## src/hw/rtl/sorted_time_floor_search_unit_macros.svh

```systemverilog
// Assertion macros for the floor search unit RTL, used by stfs_back.
`ifndef SORTED_TIME_FLOOR_SEARCH_UNIT_MACROS_SVH
`define SORTED_TIME_FLOOR_SEARCH_UNIT_MACROS_SVH

// Check a property on every rising edge of clk outside reset.
`define STFS_ASSERT(lbl, prop, msg) \
	lbl: assert property (@(posedge clk) disable iff (!arst_n) prop) else $error(msg);

// Check that a condition never holds outside reset.
`define STFS_ASSERT_NEVER(lbl, cond, msg) \
	`STFS_ASSERT(lbl, !(cond), msg)

`endif

```

## src/hw/rtl/stfs_pkg.sv

```systemverilog
// Shared types, sizes and saturating arithmetic for the floor search unit.
`timescale 1ns / 1ps
package stfs_pkg;

	localparam int DEPTH = 1024;
	localparam int AW    = $clog2(DEPTH);
	localparam int CW    = $clog2(DEPTH + 1);
	localparam int TW    = 48;
	localparam int IW    = 10;

	typedef logic signed [TW-1:0] stamp_t;

	localparam stamp_t STAMP_MAX = {1'b0, {(TW-1){1'b1}}};
	localparam stamp_t STAMP_MIN = {1'b1, {(TW-1){1'b0}}};

	typedef enum logic [1:0] {
		CMD_CLEAR  = 2'd0,
		CMD_APPEND = 2'd1,
		CMD_FIND   = 2'd2,
		CMD_READ   = 2'd3
	} cmd_t;

	typedef struct packed {
		cmd_t            command;
		stamp_t          tval;
		logic [IW-1:0]   idx;
		logic            utc;
	} item_t;

	typedef struct packed {
		logic            valid;
		item_t           item;
	} head_t;

	typedef struct packed {
		logic [IW-1:0]   found;
		stamp_t          rtime;
		logic            span;
		logic            empty;
		logic            aerr;
	} res_t;

	function automatic stamp_t sat_add(input stamp_t a, input stamp_t b);
		logic signed [TW:0] s;
		s = {a[TW-1], a} + {b[TW-1], b};
		if (s[TW] != s[TW-1]) begin
			return s[TW] ? STAMP_MIN : STAMP_MAX;
		end
		return s[TW-1:0];
	endfunction

	function automatic stamp_t sat_sub(input stamp_t a, input stamp_t b);
		logic signed [TW:0] s;
		s = {a[TW-1], a} - {b[TW-1], b};
		if (s[TW] != s[TW-1]) begin
			return s[TW] ? STAMP_MIN : STAMP_MAX;
		end
		return s[TW-1:0];
	endfunction

endpackage

```

## src/hw/rtl/stfs_front.sv

```systemverilog
// Front end: accept items, apply the query offset, hold them in a two-entry queue.
`timescale 1ns / 1ps
module stfs_front import stfs_pkg::*; (
	input  logic   clk,
	input  logic   arst_n,
	input  logic   push,
	output logic   full,
	input  item_t  in_item,
	input  stamp_t offset,
	output head_t  head,
	input  logic   deq
);

	item_t      ent_q [2];
	logic       wp_q;
	logic       rp_q;
	logic [1:0] cnt_q;
	logic       acc;
	logic       deq_go;
	item_t      adj;

	assign full   = (cnt_q == 2'd2);
	assign acc    = push && !full;
	assign deq_go = deq && (cnt_q != 2'd0);

	// Find queries in UTC are moved onto the log time base here.
	always_comb begin
		adj = in_item;
		if (in_item.command == CMD_FIND && in_item.utc) begin
			adj.tval = sat_sub(in_item.tval, offset);
		end
	end

	always_ff @(posedge clk) begin
		if (acc) begin
			ent_q[wp_q] <= adj;
		end
	end

	always_ff @(posedge clk or negedge arst_n) begin
		if (!arst_n) begin
			wp_q  <= 1'b0;
			rp_q  <= 1'b0;
			cnt_q <= 2'd0;
		end else begin
			if (acc) begin
				wp_q <= !wp_q;
			end
			if (deq_go) begin
				rp_q <= !rp_q;
			end
			if (acc && !deq_go) begin
				cnt_q <= cnt_q + 2'd1;
			end else if (!acc && deq_go) begin
				cnt_q <= cnt_q - 2'd1;
			end
		end
	end

	assign head.valid = (cnt_q != 2'd0);
	assign head.item  = ent_q[rp_q];

endmodule

```

## config.mk

```make
export PLATFORM = sky130hd
export DESIGN_NAME = stfs_front
export DESIGN_NICKNAME = d
export VERILOG_FILES = /design/src/hw/rtl/sorted_time_floor_search_unit_macros.svh /design/src/hw/rtl/stfs_pkg.sv /design/src/hw/rtl/stfs_front.sv
export SDC_FILE = /design/constraint.sdc
export NUM_CORES = 1
export LEC_CHECK = 0
export BUFFER_PORTS_ARGS = -buffer_cell sky130_fd_sc_hd__buf_2
export CAP_MARGIN = 20
export CORE_MARGIN = 2
export CORE_UTILIZATION = 34
export CTS_CLUSTER_DIAMETER = 60
export DETAILED_ROUTE_END_ITERATION = 10
export SLEW_MARGIN = 20
export SYNTH_ARGS = -nofsm -noshare
export SYNTH_HDL_FRONTEND = slang
export SYNTH_SLANG_ARGS = --single-unit
```

## constraint.sdc

```tcl
create_clock -name clk -period 4.81 [get_ports clk]
set_clock_uncertainty 0.1 [all_clocks]
set_input_delay 0.481 -clock clk [delete_from_list [all_inputs] [get_ports clk]]
set_output_delay 0.481 -clock clk [all_outputs]
set_load 0.02 [all_outputs]
```

==> impl_metrics.toml, run 1 <==
[global_route]
grt_max_degree = 62
overflow = 0
first_global_vias = 6976
grt_pass1_wl_um = 36900
grt_use_total_pct = 18.1
antenna_found_initial = 1

[sta]
finalSetupTns_ns = 0
tightest_slew_ns = 1.00
slew_viol_final = 0
min_period_over_period_pct = 69.4
timing.slew.headroom_pct = 33.0
fmax_mhz = 299
fin_hold_ws_ns = 0.137
rsz0062_at_grt = "no"
period_minus_slack_ns = 3.34
hold_viol_final = 0
setup_viol = 0

[die]
die-area_um2 = 26300
std_cell_rows = 57
start_util_pct = 34.8
io_pins = 176
die_h_um = 162
fp.coreArea_um2 = 24500
die_w_um = 162

[job]
cap_violations = 0

[synth]
ys_ff_latch = 126
synth_area_per_cell_um2 = 9.80
netlist_top_cells_area = "edfxtp_1 43%, mux2_2 8.1%, ha_1 7.2%"
ys_warn_count = 0
synth_async_sr_flop_share_pct = 3.17
syn_nets = 1032
yosys.area.top_type_share_pct = 43.0
synth-main-ff-cell = "edfxtp_1"
synth_area_um2 = 8520
synth_cell_type_count = 66
synth_edf_count = 122
ys_seq_area_share_pct = 44.2
syn_inst = 869
synth_largest_area_cell = "edfxtp_1"

[critical_path]
cpPeakStageDelay_ns = 0.38
crit_slowest_cell = "a211oi_1"
crit_start = "in_item[11]"
crit_path_start_kind = "input port"
cp_data_arrival_time_ns = 3.48
path_buf_inv = 4
path_delay_family = "compound AO/OA/AOI/OAI gates"
reg2reg_from = "cnt_q[0]"
cp-end-kind = "flop"
path_cells = "buf_2, inv_1, ha_1, inv_1, fa_1, nand3_1, a211oi_1, nor2_1, o211ai_2, o2111ai_1, a21o_1, a211oi_4, buf_4, nor2_1, a22oi_1"
critPathKind = "input port to flop"
critical_path_required_ns = 4.95
crit_fanout = 19
ff2ff_setup_slack_ns = 2.43

[placement]
numPortBuffers = 175
place_congestion = 0.886
hpwlAfterDp_um = 17800
placedCellCount = 1339

[clocking]
root_buffer = "clkbuf_16"
h-tree-depth = 4
clk_pin_slew_ns = 0.07
cts_tree = "done"
cts.path.max_buffers = 2
cts.sinks = 126
post_cts_buffers = 0
cts_resized = 0
ctsHoldBuffers = 1
worstSkewPairLatency_ns = 0.43
numCtsBuffers = 17

[detailed_routing]
drc = 0
wirelength_um = 23600
antenna_left = 0
first_iter_violations = 413
vias_per_cell = 5.16
drtPass1Iterations = 5
vias = 7082
post_drt_wl_per_cell_um = 17.2

[layout]
area_delta_synth_final_pct = 20.5
layout_commonest_cell = "buf_2"
final_cell_mix = "175 x buf_2, 122 x edfxtp_1, 97 x nand2_1"
drive_gt1_share_pct = 28.4
nets = 1198
utilization_pct = 41.9
final_cells = 1372
n_antenna_cell = 0
fill_cells = 2476

[hold_path]
min_from = "in_item[5]"
holdCritPathClass = "input port to flop"

[power_and_ir_drop]
p_int_mw = 2.91
p_leak_nw = 4.33
power_density_nw_per_um2 = 458
share_comb_of_total_power_pct = 38.1
clockPowerShare_pct = 26.8
switching_power_mw = 1.79
fin_total_pwr_mw = 4.69
vdd.ir_drop.worst_v = 0.000210
power_frac_seq_pct = 35.1
swShare_pct = 38.1

[status]
status = "complete, no violations"
[cell type report]
class | count | area, µm² | share of cell area (%)
clock inverter | 15 | 146 | 1.43
clock buffer | 17 | 425 | 4.15
sequential | 126 | 3760 | 36.7
inverter | 67 | 251 | 2.45
timing repair buffer | 184 | 946 | 9.22
multi-input combinational | 639 | 4320 | 42.1
tap | 324 | 405 | 3.95
[stage by stage]
step	instance area [µm²]	worst slack [ns]
after global routing	10300	1.09
after CTS	10300	1.48
after floorplan	8520	1.05
after detailed placement	9680	1.05
after global placement	9680	1.05
final	10300	1.47
[Yosys cell counts, drive strengths merged, types with 3 or more instances]
cell,count
nand2b,10
nor2,72
nor3,11
a31oi,4
ha,49
o211ai,7
a22o,3
o21bai,12
o31ai,3
nand2,98
o21a,5
o2111ai,3
buf,19
or3,8
inv,67
dfrtp,4
clkbuf,18
nand3,7
a211oi,6
nand4,18
a21o,12
a22oi,4
xnor2,24
a21oi,75
xor2,18
or2,5
and3,4
mux2,61
o21ai,87
edfxtp,122
[cells by family after synthesis]
| family | after synthesis | synth area share [%] |
|---|---|---|
| AO/OA/AOI/OAI | 240 | 17.5 |
| multiplexers | 61 | 8.07 |
| AND/OR/NAND/NOR | 246 | 13.3 |
| buffers and inverters | 104 | 5.17 |
| flip-flops | 126 | 44.2 |
| XOR/XNOR | 42 | 4.32 |
| adder cells (fa/ha/maj) | 50 | 7.43 |
[power by group through the flow]
stage / Combinational, mW / Clock (mW) / Sequential (mW)
2_1_floorplan: 1.32 / 0 / 1.60
3_3_place_gp: 1.81 / 0 / 1.67
3_5_place_dp: 1.81 / 0 / 1.68
4_1_cts: 1.82 / 1.29 / 1.66
5_1_grt: 1.95 / 1.33 / 1.68
6_report: 1.79 / 1.26 / 1.65
[layer usage]
metal	track usage (%)	part of all wire [%]	vias to the layer above	wire (µm)
met5	0	0.030	-	7
met4	5.91	2.0	2	462
met3	3.19	5.2	29	1230
met2	30.8	48	203	11400
met1	23.4	44	3351	10500
li1	-	-	3497	-
[state kept, by name (all words and copies together) (netlist names)]
| signal | flops |
|---|---|
| cnt_q | 2 |
| ent_q | 122 |
| rp_q | 1 |
| wp_q | 1 |
[worst register-to-register path, stage by stage, from the launching register on]
cell      delay (ns)
dfrtp_1         0.40
nand2b_1        0.16
and3_2          0.87
buf_4           0.49
[final timing paths]
check,depth (start not counted),end
min in group asynchronous,2,cnt_q[1]
max in group asynchronous,2,rp_q
min reg2reg,1,cnt_q[1]
max,15,ent_q[0][56]
max reg2reg,3,ent_q[1][35]
min,1,ent_q[1][5]
(Power assumes the default switching activity.)
==> inputs of run 2 (changes only) <==
clock period = 3.1 ns   (was 4.81 ns; I/O delays follow)
==> run 2 against run 1 <==
  * Sequential share of layout area is 5.0 points lower
  * Cell area is 16% higher
  * Largest power group unchanged
  * Sequential power is 48% higher
==> impl_metrics.toml, run 2 (synthesized netlist as in run 1, its figures left out) <==
[power_and_ir_drop]
p_leak_nw = 5.31
vdd.ir_drop.worst_v = 0.000410
power_density_nw_per_um2 = 653
fin_total_pwr_mw = 7.75

[clocking]
worstSkewPairLatency_ns = 0.42
clk_pin_slew_ns = 0.07
h-tree-depth = 4
cts_tree = "done"
numCtsBuffers = 17
root_buffer = "clkbuf_16"
cts.sinks = 126
cts.path.max_buffers = 2

[global_route]
met1_usage_pct = 25.5
grt_max_degree = 62
antenna_found_initial = 1
top_usage_layer = "met2"
grt_use_total_pct = 19.5
overflow = 0
use_met2_pct = 33.8
grt_pass1_wl_um = 40100
use_met3_pct = 2.89
first_global_vias = 7849

[sta]
min_period_over_period_pct = 94.3
rsz0062_at_grt = "no"
fmax_mhz = 342
hold_viol_final = 0
timing.slew.headroom_pct = 54.8
slew_viol_final = 0
setup_viol = 0
setup_ws_ns = 0.178
tightest_slew_ns = 0.674
period_minus_slack_ns = 2.92

[die]
start_util_pct = 34.8
io_pins = 176
die_h_um = 162
std_cell_rows = 57
die-area_um2 = 26300
fp.coreArea_um2 = 24500
die_w_um = 162

[critical_path]
cp_data_arrival_time_ns = 2.98
crit_fanout = 13
critical_path_required_ns = 3.16
critPathKind = "input port to flop"
cp-end-kind = "flop"
crit_path_start_kind = "input port"

[layout]
drive_gt1_share_pct = 38.9
largest_reg_flops = 122
final_cell_mix = "181 x buf_4, 175 x buf_2, 122 x edfxtp_1"
regMostFlops = "ent_q"
layout_commonest_cell = "buf_4"
fill_cells = 2315
final_cells = 1566
area_delta_synth_final_pct = 39.4
top_regs = "ent_q x122, cnt_q x2"
nets = 1391

[hold_path]
holdCritPathClass = "input port to flop"

[detailed_routing]
vias_per_cell = 4.94
drc = 0
antenna_left = 0
wirelength_um = 25300
vias = 7740
first_iter_violations = 452
post_drt_wl_per_cell_um = 16.1
drtPass1Iterations = 5

[status]
status = "complete, no violations"

[placement]
placedCellCount = 1520
pre_cts_slack_ns = -0.363
hpwlAfterDp_um = 19100
numPortBuffers = 175
place_congestion = 0.878

[job]
cap_violations = 0
run 2: cell types whose count changed in the layout (fill, tap and decap cells not counted), sizes merged:
cell,before,now
inv,76,77
clkinv,2,4
dlygate4sd3,1,13
diode,0,1
buf,183,364
clkinvlp,4,1
run 2: cell type report:
| type | count | area, µm² | share of cell area [%] |
|---|---|---|---|
| Multi-Input combinational cell | 639 | 4340 | 36.6 |
| Sequential cell | 126 | 3760 | 31.7 |
| Timing Repair Buffer | 377 | 2520 | 21.2 |
| Clock buffer | 17 | 425 | 3.58 |
| Tap cell | 324 | 405 | 3.42 |
| Inverter | 67 | 251 | 2.12 |
| Clock inverter | 15 | 163 | 1.37 |
| Antenna cell | 1 | 2.50 | 0.0211 |
run 2: metal layers:
metal	up-vias	part of all wire, %
li1	3878	-
met1	3614	45
met2	216	49
met3	32	4.2
met4	0	1.7
met5	-	0
run 2: worst paths after layout:
check                                 from  depth (start not counted)           end  slack [ns]
worst max-delay path            offset[35]                         13  ent_q[0][37]        0.18
worst min-delay path            in_item[0]                          1   ent_q[1][0]        0.01
worst max register to register    cnt_q[0]                          4  ent_q[0][36]        1.44
worst min register to register    cnt_q[1]                          1      cnt_q[1]        0.39
max in group asynchronous           arst_n                          2          rp_q        2.65
min in group asynchronous           arst_n                          2          wp_q        0.11
run 2: critical path, cell delays in order:
cell and delay [ns]:
buf_2 0.07, inv_1 0.04, ha_1 0.36, a21oi_1 0.23, o21ai_0 0.18, a2111o_1 0.45
a21oi_1 0.22, or2_1 0.19, a21o_1 0.23, a21oi_4 0.08, o21ai_2 0.21, buf_4 0.26
o21ai_1 0.14
run 2: report_power, final:
group	internal, mW	switching, mW	total [mW]
Sequential	2.36	0.0941	2.45
Clock	1.08	0.920	2.00
Combinational	1.39	1.90	3.29
Total	4.83	2.91	7.75
run 2: stage by stage:
stage / hold WS [ns] / util, % / instance area (µm²) / setup TNS (ns)
after CTS: 0.00300 / 48.4 / 11800 / 0
after floorplan: -0.0856 / - / 8520 / 0
after global placement: 0.0229 / 45.5 / 11100 / -20.39
final: 0.0145 / 48.5 / 11900 / 0
after detailed placement: 0.0225 / 45.5 / 11100 / -25.72
after global routing: 0.0171 / 48.5 / 11900 / 0
run 2: what timing repair did:
action / 4_1_cts / 5_1_grt
resized for setup: 0 / 8
endpoints found under the setup margin: 0 / 90
setup buffers: 0 / 0
hold buffers: 13 / 0
endpoints found under the hold margin: 28 / 0
